### config.mk
export PLATFORM = sky130hd
export DESIGN_NAME = monitor_request_response_link
export DESIGN_NICKNAME = d
export VERILOG_FILES = /design/src/mrrl_pkg.sv /design/src/mrrl_dpath.sv /design/src/mrrl_ctrl.sv /design/src/monitor_request_response_link.sv
export SDC_FILE = /design/constraint.sdc
export NUM_CORES = 1
export LEC_CHECK = 0
export BUFFER_PORTS_ARGS = -buffer_cell sky130_fd_sc_hd__buf_4
export CORE_AREA = 3 3 142 144
export DETAILED_ROUTE_END_ITERATION = 8
export DIE_AREA = 0 0 145 147
export GPL_ROUTABILITY_DRIVEN = 0
export PLACE_DENSITY = 0.79
export SYNTH_ARGS = -nofsm -noshare
export SYNTH_HDL_FRONTEND = slang
export SYNTH_HIERARCHICAL = 1
export SYNTH_SLANG_ARGS = --single-unit
export TNS_END_PERCENT = 1
### constraint.sdc
create_clock -name aclk -period 4.77 [get_ports aclk]
set_input_delay 1.431 -clock aclk [delete_from_list [all_inputs] [get_ports aclk]]
set_output_delay 1.431 -clock aclk [all_outputs]
set_load 0.02 [all_outputs]
### src/mrrl_pkg.sv
// Shared types and constants for the monitor request/response link.
// Used by mrrl_ctrl, mrrl_dpath and monitor_request_response_link.
package mrrl_pkg;

    typedef enum logic [1:0] {
        MODE_START = 2'd0,
        MODE_RX    = 2'd1,
        MODE_TICK  = 2'd2
    } mode_t;

    typedef enum logic [1:0] {
        KIND_TX   = 2'd0,
        KIND_PAY  = 2'd1,
        KIND_OK   = 2'd2,
        KIND_FAIL = 2'd3
    } kind_t;

    localparam logic [7:0]  LEN_MARK  = 8'h10;
    localparam logic [7:0]  PAD_BYTE  = 8'h00;
    localparam logic [4:0]  SUM_LEN   = 5'd18;
    localparam logic [15:0] TICK_MAX  = 16'hFFFF;
    localparam logic [3:0]  REQ_LAST  = 4'd2;
    localparam logic [3:0]  PAY_LAST  = 4'd15;

    localparam logic        ADDR_RETRY_LIMIT   = 1'b0;
    localparam logic        ADDR_TIMEOUT_TICKS = 1'b1;

    typedef struct packed {
        logic  capture;
        logic  start;
        logic  rx;
        logic  tick;
        logic  retry;
        logic  finish;
        logic  cnt_clr;
        logic  load;
        kind_t kind;
    } mrrl_cmd_t;

    typedef struct packed {
        mode_t mode;
        logic  busy;
        logic  frame_done;
        logic  frame_bad;
        logic  timed_out;
        logic  can_retry;
        logic  out_free;
        logic  req_end;
        logic  pay_end;
    } mrrl_stat_t;

endpackage

### src/mrrl_dpath.sv
// Datapath: link state, frame checking, payload store and result register.
// Depends on mrrl_pkg; driven by commands from mrrl_ctrl.
module mrrl_dpath (
    input  logic              aclk,
    input  logic              aresetn,
    input  mrrl_pkg::mrrl_cmd_t  cmd,
    output mrrl_pkg::mrrl_stat_t stat,
    input  logic [3:0]        retry_limit,
    input  logic [15:0]       timeout_ticks,
    input  logic [1:0]        in_mode,
    input  logic [7:0]        in_command,
    input  logic [7:0]        in_rx_byte,
    input  logic              m_tready,
    output logic              m_tvalid,
    output logic [1:0]        m_kind,
    output logic [7:0]        m_value,
    output logic [3:0]        m_index,
    output logic              m_last
);
    import mrrl_pkg::*;

    logic [1:0]  mode_reg;
    logic [7:0]  cmd_in_reg;
    logic [7:0]  byte_in_reg;
    logic        busy_reg;
    logic [7:0]  act_cmd_reg;
    logic [4:0]  byte_cnt_reg;
    logic [7:0]  sum_reg;
    logic        ferr_reg;
    logic [3:0]  attempt_reg;
    logic [15:0] ticks_reg;
    logic [3:0]  emit_cnt_reg;
    logic [7:0]  store [16];

    logic        out_valid_reg;
    kind_t       out_kind_reg;
    logic [7:0]  out_value_reg;
    logic [3:0]  out_index_reg;
    logic        out_last_reg;

    logic [3:0]  store_off;
    logic [15:0] ticks_next;
    logic        byte_err;

    assign store_off  = byte_cnt_reg[3:0] - 4'd2;
    assign ticks_next = (ticks_reg == TICK_MAX) ? ticks_reg : ticks_reg + 16'd1;
    assign byte_err   = ((byte_cnt_reg == 5'd0) && (byte_in_reg != act_cmd_reg))
                     || ((byte_cnt_reg == 5'd1) && (byte_in_reg != LEN_MARK))
                     || ((byte_cnt_reg == SUM_LEN) && (byte_in_reg != sum_reg));

    always_comb begin
        stat.mode       = mode_t'(mode_reg);
        stat.busy       = busy_reg;
        stat.frame_done = (byte_cnt_reg == SUM_LEN);
        stat.frame_bad  = ferr_reg | byte_err;
        stat.timed_out  = (ticks_next >= timeout_ticks);
        stat.can_retry  = (attempt_reg < retry_limit);
        stat.out_free   = !out_valid_reg || m_tready;
        stat.req_end    = (emit_cnt_reg == REQ_LAST);
        stat.pay_end    = (emit_cnt_reg == PAY_LAST);
    end

    // input capture and payload store
    always_ff @(posedge aclk) begin
        if (cmd.capture) begin
            mode_reg    <= in_mode;
            cmd_in_reg  <= in_command;
            byte_in_reg <= in_rx_byte;
        end
        if (cmd.rx && (byte_cnt_reg >= 5'd2) && (byte_cnt_reg < SUM_LEN)) begin
            store[store_off] <= byte_in_reg;
        end
    end

    // link state; a frame clear overrides the byte and tick updates
    always_ff @(posedge aclk) begin
        if (!aresetn) begin
            busy_reg     <= 1'b0;
            act_cmd_reg  <= 8'd0;
            byte_cnt_reg <= 5'd0;
            sum_reg      <= 8'd0;
            ferr_reg     <= 1'b0;
            attempt_reg  <= 4'd0;
            ticks_reg    <= 16'd0;
        end else begin
            if (cmd.rx) begin
                byte_cnt_reg <= byte_cnt_reg + 5'd1;
                if (byte_cnt_reg < SUM_LEN) begin
                    sum_reg <= sum_reg + byte_in_reg;
                end
                if (byte_err) begin
                    ferr_reg <= 1'b1;
                end
            end
            if (cmd.tick) begin
                ticks_reg <= ticks_next;
            end
            if (cmd.start) begin
                busy_reg    <= 1'b1;
                act_cmd_reg <= cmd_in_reg;
                attempt_reg <= 4'd0;
            end
            if (cmd.retry) begin
                attempt_reg <= attempt_reg + 4'd1;
            end
            if (cmd.finish) begin
                busy_reg <= 1'b0;
            end
            if (cmd.start || cmd.retry || cmd.finish) begin
                byte_cnt_reg <= 5'd0;
                sum_reg      <= 8'd0;
                ferr_reg     <= 1'b0;
                ticks_reg    <= 16'd0;
            end
        end
    end

    // result register
    always_ff @(posedge aclk) begin
        if (!aresetn) begin
            out_valid_reg <= 1'b0;
            emit_cnt_reg  <= 4'd0;
        end else begin
            if (cmd.cnt_clr) begin
                emit_cnt_reg <= 4'd0;
            end else if (cmd.load) begin
                emit_cnt_reg <= emit_cnt_reg + 4'd1;
            end
            if (cmd.load) begin
                out_valid_reg <= 1'b1;
            end else if (m_tready) begin
                out_valid_reg <= 1'b0;
            end
        end
    end

    always_ff @(posedge aclk) begin
        if (cmd.load) begin
            out_kind_reg <= cmd.kind;
            case (cmd.kind)
                KIND_TX: begin
                    out_value_reg <= (emit_cnt_reg == 4'd1) ? PAD_BYTE : act_cmd_reg;
                    out_index_reg <= 4'd0;
                    out_last_reg  <= (emit_cnt_reg == REQ_LAST);
                end
                KIND_PAY: begin
                    out_value_reg <= store[emit_cnt_reg];
                    out_index_reg <= emit_cnt_reg;
                    out_last_reg  <= 1'b0;
                end
                default: begin
                    out_value_reg <= 8'd0;
                    out_index_reg <= 4'd0;
                    out_last_reg  <= 1'b1;
                end
            endcase
        end
    end

    assign m_tvalid = out_valid_reg;
    assign m_kind   = out_kind_reg;
    assign m_value  = out_value_reg;
    assign m_index  = out_index_reg;
    assign m_last   = out_last_reg;

endmodule

### src/mrrl_ctrl.sv
// Controller: sequences input evaluation, request transmit and reply results.
// Depends on mrrl_pkg; commands mrrl_dpath.
module mrrl_ctrl (
    input  logic                 aclk,
    input  logic                 aresetn,
    input  logic                 s_tvalid,
    output logic                 s_tready,
    input  mrrl_pkg::mrrl_stat_t stat,
    output mrrl_pkg::mrrl_cmd_t  cmd
);
    import mrrl_pkg::*;

    typedef enum logic [2:0] {
        S_IDLE,
        S_EVAL,
        S_REQ,
        S_PAY,
        S_STAT
    } state_t;

    state_t state_reg, state_next;
    logic   fail_reg, fail_next;

    always_ff @(posedge aclk) begin
        if (!aresetn) begin
            state_reg <= S_IDLE;
            fail_reg  <= 1'b0;
        end else begin
            state_reg <= state_next;
            fail_reg  <= fail_next;
        end
    end

    assign s_tready = (state_reg == S_IDLE);

    always_comb begin
        state_next  = state_reg;
        fail_next   = fail_reg;
        cmd         = '0;
        cmd.kind    = KIND_TX;
        case (state_reg)
            S_IDLE: begin
                cmd.capture = s_tvalid;
                if (s_tvalid) begin
                    state_next = S_EVAL;
                end
            end
            S_EVAL: begin
                state_next = S_IDLE;
                case (stat.mode)
                    MODE_START: begin
                        if (!stat.busy) begin
                            cmd.start   = 1'b1;
                            cmd.cnt_clr = 1'b1;
                            state_next  = S_REQ;
                        end
                    end
                    MODE_RX: begin
                        if (stat.busy) begin
                            cmd.rx = 1'b1;
                            if (stat.frame_done) begin
                                if (!stat.frame_bad) begin
                                    cmd.finish  = 1'b1;
                                    cmd.cnt_clr = 1'b1;
                                    fail_next   = 1'b0;
                                    state_next  = S_PAY;
                                end else if (stat.can_retry) begin
                                    cmd.retry   = 1'b1;
                                    cmd.cnt_clr = 1'b1;
                                    state_next  = S_REQ;
                                end else begin
                                    cmd.finish = 1'b1;
                                    fail_next  = 1'b1;
                                    state_next = S_STAT;
                                end
                            end
                        end
                    end
                    MODE_TICK: begin
                        if (stat.busy) begin
                            cmd.tick = 1'b1;
                            if (stat.timed_out) begin
                                if (stat.can_retry) begin
                                    cmd.retry   = 1'b1;
                                    cmd.cnt_clr = 1'b1;
                                    state_next  = S_REQ;
                                end else begin
                                    cmd.finish = 1'b1;
                                    fail_next  = 1'b1;
                                    state_next = S_STAT;
                                end
                            end
                        end
                    end
                    default: begin
                        state_next = S_IDLE;
                    end
                endcase
            end
            S_REQ: begin
                cmd.kind = KIND_TX;
                if (stat.out_free) begin
                    cmd.load = 1'b1;
                    if (stat.req_end) begin
                        state_next = S_IDLE;
                    end
                end
            end
            S_PAY: begin
                cmd.kind = KIND_PAY;
                if (stat.out_free) begin
                    cmd.load = 1'b1;
                    if (stat.pay_end) begin
                        state_next = S_STAT;
                    end
                end
            end
            S_STAT: begin
                cmd.kind = fail_reg ? KIND_FAIL : KIND_OK;
                if (stat.out_free) begin
                    cmd.load   = 1'b1;
                    state_next = S_IDLE;
                end
            end
            default: begin
                state_next = S_IDLE;
            end
        endcase
    end

endmodule

### src/monitor_request_response_link.sv
// Request/response link to a motor controller. An input transaction is taken in S_IDLE
// and judged in S_EVAL; s_tready is high only in S_IDLE, so a new transaction waits
// until the results of the previous one are loaded. A request (start or retry) emits the
// request bytes, a good reply its payload and an OK status, and a failure a FAIL status,
// all through the single result register in the controller's emit sequence. Configuration
// sits on an APB port: retry limit at 0x0 (reset 2), timeout_ticks at 0x4 (reset 100).
// Top level: APB registers, mrrl_ctrl and mrrl_dpath; depends on mrrl_pkg.
module monitor_request_response_link (
    input  logic        aclk,
    input  logic        aresetn,
    input  logic        psel,
    input  logic        penable,
    input  logic        pwrite,
    input  logic [2:0]  paddr,
    input  logic [31:0] pwdata,
    output logic [31:0] prdata,
    output logic        pready,
    input  logic        s_tvalid,
    output logic        s_tready,
    input  logic [15:0] s_tdata,   // [7:0] command, [15:8] rx_byte
    input  logic [1:0]  s_tuser,   // [1:0] mode
    output logic        m_tvalid,
    input  logic        m_tready,
    output logic [15:0] m_tdata,   // [7:0] value, [11:8] payload_index, [15:12] zero
    output logic [1:0]  m_tuser,   // [1:0] kind
    output logic        m_tlast
);
    import mrrl_pkg::*;

    logic [3:0]  retry_limit_reg;
    logic [15:0] timeout_ticks_reg;
    logic        cfg_wr;

    mrrl_cmd_t   cmd;
    mrrl_stat_t  stat;
    logic [7:0]  out_value;
    logic [3:0]  out_index;

    assign pready = 1'b1;
    assign cfg_wr = psel && penable && pwrite && pready;

    always_ff @(posedge aclk) begin
        if (!aresetn) begin
            retry_limit_reg   <= 4'd2;
            timeout_ticks_reg <= 16'd100;
        end else if (cfg_wr) begin
            if (paddr[2] == ADDR_RETRY_LIMIT) begin
                retry_limit_reg <= pwdata[3:0];
            end else begin
                timeout_ticks_reg <= pwdata[15:0];
            end
        end
    end

    always_comb begin
        case (paddr[2])
            ADDR_RETRY_LIMIT:   prdata = {28'd0, retry_limit_reg};
            ADDR_TIMEOUT_TICKS: prdata = {16'd0, timeout_ticks_reg};
            default:            prdata = 32'd0;
        endcase
    end

    mrrl_ctrl u_ctrl (
        .aclk     (aclk),
        .aresetn  (aresetn),
        .s_tvalid (s_tvalid),
        .s_tready (s_tready),
        .stat     (stat),
        .cmd      (cmd)
    );

    mrrl_dpath u_dpath (
        .aclk          (aclk),
        .aresetn       (aresetn),
        .cmd           (cmd),
        .stat          (stat),
        .retry_limit   (retry_limit_reg),
        .timeout_ticks (timeout_ticks_reg),
        .in_mode       (s_tuser),
        .in_command    (s_tdata[7:0]),
        .in_rx_byte    (s_tdata[15:8]),
        .m_tready      (m_tready),
        .m_tvalid      (m_tvalid),
        .m_kind        (m_tuser),
        .m_value       (out_value),
        .m_index       (out_index),
        .m_last        (m_tlast)
    );

    assign m_tdata = {4'd0, out_index, out_value};

    a_one_at_a_time: assert property (@(posedge aclk) disable iff (!aresetn)
        (s_tvalid && s_tready) |=> !s_tready)
        else $error("input taken while previous transaction still in evaluation");

    a_status_shape: assert property (@(posedge aclk) disable iff (!aresetn)
        (m_tvalid && (m_tuser == KIND_OK || m_tuser == KIND_FAIL))
        |-> (m_tdata == 16'd0 && m_tlast))
        else $error("status result with non-zero data or without last");

    a_cfg_write: assert property (@(posedge aclk) disable iff (!aresetn)
        (cfg_wr && paddr[2] == ADDR_TIMEOUT_TICKS)
        |=> (timeout_ticks_reg == $past(pwdata[15:0])))
        else $error("timeout_ticks register not updated by write");

endmodule
======== Word-level counts from Yosys, hierarchy flattened ========
Memory sizes are Yosys's and may differ from the RTL's. A register that Yosys moved wholly into a read port is not among the register bits.
Cells that the tools add are included.
word-level totals
  register bits after elaboration ......... 105
  RAM bits ................................ 128
  input bits .............................. 60
  output and inout port bits .............. 54
  word-level logic and storage cells ...... 144
  memories ................................ 1
memories
  memory         depth  bits a word  read ports  clocked after memory_dff  write ports  line              RTL
  u_dpath.store  16     8            1           1                         1            mrrl_dpath.sv:33  logic [7:0] store [16];
operators by class
  add/subtract/negate cells ............... 6
  magnitude comparators ................... 4
  equal/unequal tests ..................... 26
  muxes and demuxes ....................... 55
  bitwise logic cells ..................... 3
  reductions and logical operators ........ 29
operator list
  kind                                                                      number
  32-bit case mux with 2 select lines                                       1
  3-bit two-way mux                                                         15
  1-bit two-way mux                                                         21
  4-bit two-way mux                                                         5
  3-bit case mux with 3 select lines                                        2
  16-bit by 1-bit adder with 16-bit output (second input constant)          1
  16-bit == test (second input constant)                                    1
  16-bit >= comparator                                                      1
  16-bit two-way mux                                                        1
  2-bit inequality test (second input constant)                             8
  8-bit inequality test                                                     2
  8-bit case mux with 2 select lines                                        1
  3-bit case mux with 5 select lines                                        1
  6-bit AND reduction                                                       2
  4-bit by 1-bit adder with 4-bit output (second input constant)            2
  8-bit adder                                                               1
  8-bit two-way mux                                                         1
  8-bit by 5-bit inequality test with 1-bit output (second input constant)  1
  2-bit AND reduction                                                       4
  1-bit logical AND                                                         7
  3-bit by 2-bit == test with 1-bit output (second input constant)          2
  6-bit two-way mux                                                         1
  2-bit nonzero test                                                        3
  2-bit OR reduction                                                        3
  26 further kinds                                                          36

======== Logic depth before layout (Yosys ltp) ========
Gate-level depths: netlist of run 1.
  word-level depth ........................ 14
  depth in mapped cells ................... 22
  gate-level depth less buffers ........... 20

======== Cells and area by module ========
The synthesis of run 1 kept the hierarchy.
by module, submodules not included
  module                         times used  cells each  area each (sq um)
  mrrl_dpath                     1           691         9502.9
  monitor_request_response_link  1           127         1139.8
  mrrl_ctrl                      1           60          498.0

======== Worst setup path before layout of run 1 ========
Ideal clock, no wire load.
  kind .................................... reg2reg
  from .................................... register u_dpath.ticks_reg[0]
  to ...................................... register u_dpath.sum_reg[6]
  arrival ................................. 4.096 ns
  slack ................................... 0.612 ns
  cell stages (with the launch flop) ...... 23
  period minus slack after synthesis ...... 4.158 ns
  cells stage by stage .................... dfxtp_1 -> ha_1 -> nand3_2 -> nor4_4 -> nand2_2 -> buf_6 -> nand2_2 -> xnor2_1 -> ha_1 -> a21o_1 -> a21o_1 -> a21oi_1 -> o21ai_0 -> a21o_1 -> a22oi_1 -> o22ai_1 -> and3_1 -> nand2b_1 -> or3_1 -> clkbuf_1 -> nor4b_1 -> mux2i_1 -> nand3_1
RTL lines
  element                 line              RTL
  from (decl)             mrrl_dpath.sv:31  logic [15:0] ticks_reg;
  from (signal assigned)  mrrl_dpath.sv:96  ticks_reg <= ticks_next;
  to (signal assigned)    mrrl_dpath.sv:89  sum_reg <= sum_reg + byte_in_reg;
  to (decl)               mrrl_dpath.sv:28  logic [7:0] sum_reg;

==> results.json, run 1 <==
{
  "cpPeakStageDelay_ns": 0.56,
  "cpMostUsedCell": "or4_1",
  "tightest_slew_ns": 1.225,
  "ys_top_cells_by_area": "edfxtp_1, dfxtp_1, mux4_2",
  "cts_buffers": 26,
  "power_density_mw_per_mm2": 355.5,
  "max_freq_ghz": 0.2195,
  "start_util": 0.5916,
  "diodes": 0,
  "grt_util_all_layers": 0.2118,
  "coreArea_mm2": 0.01883,
  "avgRoutedWirePerCell_um": 18.32,
  "ys_types": 71,
  "boundaryPins": 114,
  "drtAntennaViolNets": 0,
  "largest_reg_flops": 128,
  "synth_area_leader_cell": "edfxtp_1",
  "grt_start_max_net_pins": 58,
  "die_y_um": 147,
  "synth.top_cell.area_share": 0.4340,
  "postCtsSetupBuffers": 0,
  "rsz0062_at_grt": "no",
  "cp.required_ns": 5.22,
  "skew_ns": 0.02392,
  "setup_violations": 0,
  "route.detailed.drc": 0,
  "async_reset_ff_frac": 0,
  "min_period_ns": 4.557,
  "viasPerCell": 5.622,
  "synth_area_per_cell_um2": 12.69,
  "drive_above_1_share": 0.1963,
  "fin_crit_sh": 0.9553,
  "clkSinkCount": 237,
  "ys_ff_latch": 237,
  "synth_flop_cell": "edfxtp_1",
  "dr.pass1.iters": 7,
  "overflow": 0,
  "synth_edf_count": 161,
  "drt-total-wl_mm": 22.77,
  "port_buffers": 74,
  "first_global_vias": 6938,
  "finalSetupTns_ns": 0,
  "finalWorstSetupSlack_ns": 0.2132,
  "die_w_um": 145,
  "drtIter0Drc": 576,
  "syn-cell-area_mm2": 0.01114,
  "start_kind": "flip-flop",
  "slew_viol_final": 0,
  "path_class": "reg -> reg",
  "arrival_ns": 5.01,
  "maxCapViolations": 0,
  "htree_num_levels": 1,
  "dp_hpwl_mm": 14.75,
  "clkTransAtPathRegs_ns": 0.06,
  "grt_antenna_before_repair": 0,
  "timing.slew.headroom": 0.1787,
  "nNetsFinal": 1067,
  "p_leak_nw": 4.634,
  "hold_buffers": 0,
  "seq_area_frac_synth": 0.5705,
  "cts_buffer_depth": 3,
  "finalNonFillerCells": 1243,
  "vdd_drop_max_mv": 0.3677,
  "rows": 50,
  "cts_tree": "done",
  "finalHoldViolations": 0,
  "vias": 6988,
  "outcome": "complete, no violations",
  "end_kind": "flip-flop",
  "area_delta_synth_final_pct": 14.51,
  "grt_first_pass_wirelength_mm": 36.38,
  "dp.cells": 1196,
  "pre_cts_ws_ns": 0.1506,
  "crit_fanout": 7,
  "die_area_mm2": 0.02132,
  "crit_chain": "ha_2, nand3_2, or4_1, nor2_4, nor2_1, xor2_1, ha_1, o21a_1, o211ai_1, a211oi_1, a21o_1, a22oi_1, o22ai_1, and3_1, nand2b_1, or3_4, or4_1, nand2_1",
  "clk_latency_ns": 0.53,
  "yosysWarnings": 6,
  "cp_slowest_cell": "or4_1",
  "hold_path.class": "reg -> reg",
  "synth_cells": 878,
  "cts-root-buf": "clkbuf_16"
}
## layout by cell type, fill, tap and decap left out, drive strengths merged, types with 21 or more instances in the layout
cell	synthesis	layout
dfxtp	76	76
ha	42	42
nor2b	22	22
edfxtp	161	161
a21oi	34	34
xnor2	24	24
conb	2	21
nand2	84	84
mux2i	50	50
nor2	70	70
mux4	32	32
inv	37	38
buf	40	91
clkbuf	12	40
## routing by layer
metal  GRT usage  part of all wire  up-vias
li1            -                 -     3320
met1      0.2918              0.43     3396
met2      0.3575              0.49      239
met3     0.03578             0.065       33
met4     0.05036             0.018        0
met5           0                 0        -
## metrics by stage
step	power, mW	util	hold WS [ns]	cell area (µm²)
finish	4.535	0.6775	0.4558	12760
global route	4.677	0.6775	0.4763	12760
CTS	4.571	0.6765	0.4605	12740
detailed placement	2.590	0.6308	0.4511	11880
global placement	2.583	0.6308	0.4397	11880
floorplan	2.498	-	0.4293	11210
## report_power, final
part	switching (mW)	total [mW]	leakage (nW)	internal, mW
registers	0.0383	2.27	2.08	2.23
clock network	0.777	1.98	0.418	1.21
logic	0.159	0.278	2.14	0.119
## critical path, delay by kind of cell, from the launching register on
family | cells | cell delay, ns
and+or+nand+nor | 9 | 2.31
AOI/OAI and AO/OA | 6 | 1.02
adders and majority gates | 2 | 0.57
DFF | 1 | 0.43
xor gates and xnor gates | 1 | 0.15
## final cells by class
type	count	area [µm²]
Sequential cell	237	6357
Multi-Input combinational cell	571	4390
Clock buffer	40	763.2
Timing Repair Buffer	91	683.2
Fill cell	1309	6073
Inverter	37	138.9
Clock inverter	7	98.84
Tap cell	260	325.3
## worst paths after layout
check,startpoint,to,slack (ns),cells past startpoint
setup reg to reg,u_dpath/ticks_reg[1]$_SDFFE_PP0P_,u_dpath/sum_reg[7]$_SDFFE_PP0P_,0.21,18
hold / removal,u_dpath/ferr_reg$_SDFFE_PP0P_,u_dpath/ferr_reg$_SDFFE_PP0P_,0.46,2
setup / recovery,u_dpath/ticks_reg[1]$_SDFFE_PP0P_,u_dpath/sum_reg[7]$_SDFFE_PP0P_,0.21,18
hold reg to reg,u_dpath/ferr_reg$_SDFFE_PP0P_,u_dpath/ferr_reg$_SDFFE_PP0P_,0.46,2
## synth_stat cells (all sizes together) (2+ instances only)
| cell | instances |
|---|---|
| ha | 42 |
| mux4 | 32 |
| dfxtp | 76 |
| o21a | 4 |
| nor3 | 10 |
| or4 | 2 |
| a21boi | 3 |
| o21bai | 2 |
| nor4b | 3 |
| nand2b | 11 |
| nand3 | 20 |
| and2 | 20 |
| nor2b | 22 |
| buf | 40 |
| mux2 | 6 |
| o21ai | 19 |
| nand2 | 84 |
| xnor2 | 24 |
| nand4b | 3 |
| conb | 2 |
| or3 | 3 |
| a32o | 2 |
| xor2 | 15 |
| nand4 | 10 |
| clkbuf | 12 |
| a21o | 8 |
| o41ai | 2 |
| nor3b | 4 |
| o211ai | 5 |
| and3 | 10 |
| and4 | 3 |
| mux2i | 50 |
| a21oi | 34 |
| nor2 | 70 |
| inv | 37 |
| nor4 | 3 |
| a211oi | 7 |
| a41oi | 3 |
| edfxtp | 161 |
## logic make-up (layout without fill, tap and decap cells)
kind of cell	after synthesis	count (layout)	share of synthesized area
compound gates	97	97	0.05941
flops	237	237	0.5705
buf+inv	89	175	0.04335
other cells	2	21	0.0006741
mux	88	88	0.1157
simple gates	283	283	0.1307
xor+xnor	39	39	0.03066
fa+ha+maj	43	43	0.04897
## repair_timing
| item | CTS | global route |
|---|---|---|
| setup endpoints to repair | 0 | 6 |
| endpoints found under the hold margin | 0 | 0 |
| resized for setup | 0 | 4 |
Power figures use the tool's default switching activity.
==> run 2: changes to the inputs <==
--- a/config.mk
+++ b/config.mk
@@ -6,9 +6,9 @@
 export NUM_CORES = 1
 export LEC_CHECK = 0
 export BUFFER_PORTS_ARGS = -buffer_cell sky130_fd_sc_hd__buf_4
-export CORE_AREA = 3 3 142 144
+export CORE_AREA = 10 10 149 151
 export DETAILED_ROUTE_END_ITERATION = 8
-export DIE_AREA = 0 0 145 147
+export DIE_AREA = 0 0 159 161
 export GPL_ROUTABILITY_DRIVEN = 0
 export PLACE_DENSITY = 0.79
 export SYNTH_ARGS = -nofsm -noshare
==> run 2 against run 1 <==
Worst setup slack better by 0.012 ns. Sequential share of layout area increased by 0.13 points. Hold slack improved by 0.00078 ns. Global-route usage decreased by 3.7 points. Routed wire length shrank 0.26%. Clock power down 6%. Count of clock-buffer cells in the layout down 8. Total power down 2.8%. Critical path depth stayed put. Register-to-register slack hardly changed. Combinational power increased by 3%. Cell count is 0.64% higher. Largest cell class unchanged.
==> results.json, run 2 (synthesis results as in run 1) <==
{
  "multi_input_area_mm2": 0.004398,
  "hold_path.class": "reg -> reg",
  "cts-root-buf": "clkbuf_16",
  "viasPerCell": 5.564,
  "cp_slowest_cell": "or4_1",
  "die_y_um": 161,
  "regToRegSetupSlack_ns": 0.23,
  "drt-total-wl_mm": 22.71,
  "die_w_um": 159,
  "whs_ns": 0.4565,
  "outcome": "complete, no violations",
  "p_leak_nw": 4.602,
  "setup_violations": 0,
  "register_area_mm2": 0.006357,
  "area_delta_synth_final_pct": 14.22,
  "clkTransAtPathRegs_ns": 0.06,
  "tightest_slew_ns": 1.172,
  "htree_num_levels": 1,
  "start_util": 0.5800,
  "die_area_mm2": 0.02560,
  "end_kind": "flip-flop",
  "layout_common_cells": "edfxtp_1, buf_4, nand2_1, dfxtp_1, nor2_1",
  "r2r_end": "u_dpath/sum_reg[7]$_SDFFE_PP0P_",
  "coreArea_mm2": 0.01921,
  "nNetsFinal": 1069,
  "crit_fanout": 8,
  "clkSinkCount": 237,
  "nFillCells": 1389,
  "maxCapViolations": 0,
  "grt_first_pass_wirelength_mm": 36.83,
  "cts_buffer_depth": 3,
  "rr_startpoint": "u_dpath/ticks_reg[1]$_SDFFE_PP0P_",
  "vdd_drop_max_mv": 0.3555,
  "cts_tree": "done",
  "cp.required_ns": 5.24,
  "start_kind": "flip-flop",
  "timing.slew.headroom": 0.2142,
  "grt_antenna_before_repair": 0,
  "hold_end": "u_dpath/sum_reg[4]$_SDFFE_PP0P_",
  "grt_util_all_layers": 0.1747,
  "cpMostUsedCell": "or4_1",
  "whs_path_depth": 2,
  "arrival_ns": 5.01,
  "hold_buffers": 0,
  "largest_reg_flops": 128,
  "finalWorstSetupSlack_ns": 0.2257,
  "rr_worst_depth": 18,
  "pre_cts_ws_ns": 0.1586,
  "avgRoutedWirePerCell_um": 18.15,
  "clk_latency_ns": 0.53,
  "port_buffers": 74,
  "skew_ns": 0.01525,
  "diodes": 0,
  "path_class": "reg -> reg",
  "max_freq_ghz": 0.2201,
  "dr.pass1.iters": 4,
  "cts_buffers": 26,
  "hp-start": "u_dpath/sum_reg[4]$_SDFFE_PP0P_",
  "vias": 6960,
  "rows": 51,
  "critPathLaunch": "u_dpath/ticks_reg[1]$_SDFFE_PP0P_",
  "drive_above_1_share": 0.1988,
  "final_common_cell": "edfxtp_1",
  "dp_hpwl_mm": 15.46,
  "route.detailed.drc": 0,
  "grt_start_max_net_pins": 58,
  "overflow": 0,
  "drtIter0Drc": 396,
  "cpPeakStageDelay_ns": 0.57,
  "min_period_ns": 4.544,
  "fin_crit_sh": 0.9527,
  "drtAntennaViolNets": 0,
  "finalHoldViolations": 0,
  "first_global_vias": 7095,
  "slew_viol_final": 0,
  "power_density_mw_per_mm2": 346.3,
  "boundaryPins": 114,
  "crit_chain": "ha_2, nand3_2, or4_1, nor2_4, nor2_1, xor2_1, ha_1, o21a_1, o211ai_1, a211oi_1, a21o_1, a22oi_1, o22ai_1, and3_1, nand2b_1, or3_4, or4_1, nand2_1"
}
[run 2: cell count changes in the layout (fill, tap and decap cells not counted)]
| cell | before | now |
|---|---|---|
| a211oi_2 | 1 | 2 |
| clkinv_2 | 1 | 3 |
| clkinv_4 | 0 | 1 |
| bufinv_16 | 2 | 1 |
| clkinv_1 | 1 | 5 |
| nor2_2 | 0 | 1 |
| clkbuf_1 | 8 | 6 |
| buf_4 | 91 | 93 |
| nor2_1 | 69 | 68 |
| inv_6 | 0 | 1 |
| clkinvlp_4 | 1 | 4 |
| inv_4 | 1 | 0 |
| a211oi_1 | 6 | 5 |
| clkbuf_8 | 6 | 0 |
[run 2: per-layer routing]
metal	vias to the layer above	part of all wire	track usage
met3	51	0.057	0.03610
li1	3324	-	-
met4	0	0.027	0.06192
met1	3397	0.43	0.2170
met5	-	0	0
met2	188	0.49	0.2976
[run 2: where the power goes]
group	switching (mW)	total [mW]	internal, mW
combinational	0.167	0.287	0.120
sequential	0.0305	2.26	2.23
clock	0.792	1.86	1.06
[run 2: timing repair]
| item | 4_1_cts | 5_1_grt |
|---|---|---|
| endpoints found under the setup margin | 0 | 13 |
| setup buffers | 0 | 0 |
| gates resized for setup | 0 | 5 |
[run 2: cell type report]
cell class	instances	share of cell area
multi-input combinational	571	0.3456
inverter	37	0.01091
clock buffer	32	0.05290
tap	265	0.02606
timing repair buffer	93	0.05487
sequential	237	0.4996
clock inverter	16	0.01003
[run 2: stage by stage]
stage	cells	utilization	area (µm²)	setup TNS (ns)	power, mW
final	1251	0.6625	12720	0	4.406
after CTS	1251	0.6613	12700	0	4.437
after floorplan	897	-	11210	0	2.498
after detailed placement	1203	0.6196	11900	0	2.592
after global placement	1203	0.6196	11900	0	2.585
after global routing	1251	0.6625	12720	-0.0006515	4.547
[run 2: worst max path at each step]
stage          cells after the start  slack (ns)                         endpoint
5_1_grt                           18     -0.0007  u_dpath/sum_reg[7]$_SDFFE_PP0P_
6_report                          18        0.23  u_dpath/sum_reg[7]$_SDFFE_PP0P_
3_5_place_dp                      18        0.16  u_dpath/sum_reg[7]$_SDFFE_PP0P_
4_1_cts                           18        0.11  u_dpath/sum_reg[7]$_SDFFE_PP0P_
2_1_floorplan                     22        0.61  u_dpath/sum_reg[6]$_SDFFE_PP0P_
3_3_place_gp                      18        0.19  u_dpath/sum_reg[7]$_SDFFE_PP0P_
[run 2: worst max-delay path: cells and delay by family, from the launching register on]
kind	cells	cell delay (ns)
simple gates	9	2.33
compound gates	6	1.02
fa+ha+maj	2	0.55
flops	1	0.41
xor+xnor	1	0.19
==> run 3: changes to the inputs <==
--- a/config.mk
+++ b/config.mk
@@ -5,12 +5,14 @@
 export SDC_FILE = /design/constraint.sdc
 export NUM_CORES = 1
 export LEC_CHECK = 0
+export ABC_AREA = 1
 export BUFFER_PORTS_ARGS = -buffer_cell sky130_fd_sc_hd__buf_4
-export CORE_AREA = 10 10 149 151
+export CORE_AREA = 10 10 151 153
 export DETAILED_ROUTE_END_ITERATION = 8
-export DIE_AREA = 0 0 159 161
+export DIE_AREA = 0 0 161 163
 export GPL_ROUTABILITY_DRIVEN = 0
-export PLACE_DENSITY = 0.79
+export PLACE_DENSITY = 0.8
+export REMOVE_ABC_BUFFERS = 1
 export SYNTH_ARGS = -nofsm -noshare
 export SYNTH_HDL_FRONTEND = slang
 export SYNTH_HIERARCHICAL = 1
==> run 3 against run 2 <==
Sequential cell count unchanged. Total power up 31%. Routed wire length increased by 21%. Maximum frequency is 19% higher. Design area is 3.7% higher. Count of clock-buffer cells in the layout is 4 higher. Utilization hardly changed. Worst setup slack improved by 0.73 ns. Global-route usage rose by 2.6 points.
==> results.json, run 3 <==
{
  "rsz0062_at_grt": "no",
  "drt-total-wl_mm": 27.37,
  "cp.required_ns": 5.18,
  "outcome": "complete, no violations",
  "vdd_drop_max_mv": 0.2478,
  "cpPeakStageDelay_ns": 0.42,
  "postCtsSetupBuffers": 0,
  "grt_util_all_layers": 0.2011,
  "crit_end": "u_dpath/sum_reg[4]$_SDFFE_PP0P_",
  "ys_top_cells_by_area": "edfxtp_1, dfxtp_1, nand2_1",
  "synth.top_cell.area_share": 0.4133,
  "dr.pass1.iters": 5,
  "avgRoutedWirePerCell_um": 16.05,
  "layout_common_cells": "nand2_1, nor2_1, edfxtp_1, inv_1, nand3_1",
  "die_area_mm2": 0.02624,
  "cp_slowest_cell": "a21oi_1",
  "crit_chain": "ha_1, nand2_1, inv_2, nand3_2, nor2_4, inv_4, nand2_1, ha_1, nand2_1, inv_1, nand3_1, nor3_1, nand2_1, nand3_1, nand4_1, a21oi_1, nor3_2, buf_4, inv_2, nor2_1, o21ai_0, inv_1",
  "min_period_ns": 3.813,
  "post_cts_resized": 0,
  "cpMostUsedCell": "nand2_1",
  "cts_tree": "done",
  "synth_edf_count": 161,
  "start_kind": "flip-flop",
  "route.detailed.drc": 0,
  "synth_flop_cell": "edfxtp_1",
  "drtIter0Drc": 734,
  "tightest_slew_ns": 1.368,
  "rr_startpoint": "u_dpath/ticks_reg[0]$_SDFFE_PP0P_",
  "die_w_um": 161,
  "grt_antenna_before_repair": 0,
  "setup_violations": 0,
  "htree_num_levels": 1,
  "port_buffers": 74,
  "synth_common_cells": "nand2_1, nor2_1, edfxtp_1, inv_1, nand3_1",
  "cts-root-buf": "clkbuf_16",
  "clkSinkCount": 237,
  "critPathLaunch": "u_dpath/ticks_reg[0]$_SDFFE_PP0P_",
  "yosysWarnings": 6,
  "viasPerCell": 5.347,
  "post-route-util": 0.6626,
  "nFillCells": 1576,
  "dp_hpwl_mm": 18.73,
  "hold_path.class": "reg -> reg",
  "end_kind": "flip-flop",
  "finalNonFillerCells": 1706,
  "nNetsFinal": 1520,
  "synth_area_leader_cell": "edfxtp_1",
  "start_util": 0.5875,
  "boundaryPins": 114,
  "r2r_end": "u_dpath/sum_reg[4]$_SDFFE_PP0P_",
  "ys_ff_latch": 237,
  "rows": 52,
  "arrival_ns": 4.23,
  "synth_cells": 1347,
  "slew_viol_final": 0,
  "drtAntennaViolNets": 0,
  "diodes": 0,
  "coreArea_mm2": 0.01991,
  "path_class": "reg -> reg",
  "largest_reg_flops": 128,
  "p_leak_nw": 5.704,
  "fin_crit_sh": 0.7994,
  "synth_area_per_cell_um2": 8.684,
  "grt_start_max_net_pins": 65,
  "clk_latency_ns": 0.52,
  "skew_ns": 0.01182,
  "first_global_vias": 8746,
  "area_delta_synth_final_pct": 12.77,
  "grt_first_pass_wirelength_mm": 43.39,
  "power_mw": 5.792,
  "final_common_cell": "nand2_1",
  "die_y_um": 163,
  "finalHoldViolations": 0,
  "max_freq_ghz": 0.2622,
  "maxCapViolations": 0,
  "async_reset_ff_frac": 0,
  "cts_buffers": 25,
  "synth_most_common_cell": "nand2_1",
  "regToRegSetupSlack_ns": 0.96,
  "power_density_mw_per_mm2": 439.1,
  "dp.cells": 1659,
  "rr_worst_depth": 22,
  "finalSetupTns_ns": 0,
  "syn-cell-area_mm2": 0.01170,
  "overflow": 0,
  "seq_area_frac_synth": 0.5434,
  "ys_types": 46,
  "cts_buffer_depth": 3,
  "drive_above_1_share": 0.1170,
  "clkTransAtPathRegs_ns": 0.06,
  "crit_fanout": 20,
  "hold_buffers": 0,
  "vias": 9122,
  "timing.slew.headroom": 0.08093
}
==> run 3: changes by cell type after synthesis, sizes merged, moves of 20 or more <==
cell   change
inv      +129
mux2i     -50
mux4      -32
nand2    +218
nand3     +82
nor2     +147
nor2b     -22
nor3      +22
o21ai     +65
xnor2     -20
==> run 3: how the worst min path moves through the flow <==
| stage | end | slack (ns) | start | depth (start not counted) |
|---|---|---|---|---|
| floorplan | u_dpath/attempt_reg[3]$_SDFFE_PN0P_ | 0.44 | u_dpath/attempt_reg[3]$_SDFFE_PN0P_ | 1 |
| global placement | u_dpath/act_cmd_reg[7]$_SDFFE_PN0P_ | 0.45 | u_dpath/cmd_in_reg[7]$_DFFE_PP_ | 2 |
| detailed placement | u_dpath/attempt_reg[3]$_SDFFE_PN0P_ | 0.48 | u_dpath/attempt_reg[3]$_SDFFE_PN0P_ | 1 |
| CTS | u_dpath/attempt_reg[3]$_SDFFE_PN0P_ | 0.49 | u_dpath/attempt_reg[3]$_SDFFE_PN0P_ | 1 |
| global route | timeout_ticks_reg[2]$_SDFFE_PN1P_ | 0.51 | timeout_ticks_reg[2]$_SDFFE_PN1P_ | 2 |
| finish | u_dpath/attempt_reg[3]$_SDFFE_PN0P_ | 0.49 | u_dpath/attempt_reg[3]$_SDFFE_PN0P_ | 1 |
==> run 3: critical path, delay by kind of cell, from the launching register on <==
kind / cells / cell delay, ns
AND/OR/NAND/NOR: 12 / 1.51
buffers and inverters: 6 / 0.83
AO/OA/AOI/OAI: 2 / 0.51
adder cells (fa/ha/maj): 2 / 0.43
flip-flops: 1 / 0.40
==> run 3: metrics by stage <==
step | worst slack [ns] | cell area (µm²) | hold WS (ns)
3_5_place_dp | 0.9869 | 12400 | 0.4789
4_1_cts | 0.9386 | 13180 | 0.4901
5_1_grt | 0.4682 | 13190 | 0.5082
3_3_place_gp | 1.087 | 12400 | 0.4517
6_report | 0.9567 | 13190 | 0.4884
2_1_floorplan | 1.479 | 11370 | 0.4406
==> run 3: logic make-up (layout without fill, tap and decap cells) <==
logic type / after synthesis / count (layout) / synth area share
AO/OA/AOI/OAI: 147 / 147 / 0.06781
XOR/XNOR: 15 / 15 / 0.01123
adder cells (fa/ha/maj): 43 / 43 / 0.04664
buffers and inverters: 233 / 303 / 0.08749
flip-flops: 237 / 237 / 0.5434
other: 2 / 21 / 0.0006420
AND/OR/NAND/NOR: 670 / 670 / 0.2428
==> run 3: power by group <==
| group | switching [mW] | total (mW) | internal [mW] | leakage (nW) |
|---|---|---|---|---|
| sequential | 0.135 | 2.55 | 2.41 | 2.08 |
| clock | 0.770 | 1.85 | 1.08 | 0.385 |
| combinational | 0.973 | 1.40 | 0.422 | 3.24 |
==> run 3: cell type report <==
cell class	count	area (µm²)	share of cell area
tap	270	337.8	0.02561
clock buffer	36	698.2	0.05293
timing repair buffer	91	683.2	0.05179
inverter	166	628.1	0.04761
sequential	237	6357	0.4819
clock inverter	10	88.84	0.006734
multi-input combinational	896	4398	0.3334
==> run 3: layer usage <==
layer,vias to the layer above,track usage,part of all wire
met1,4234,0.2405,0.40
li1,4488,-,-
met2,352,0.3479,0.49
met4,0,0.07899,0.031
met5,-,0,0
met3,48,0.04323,0.080
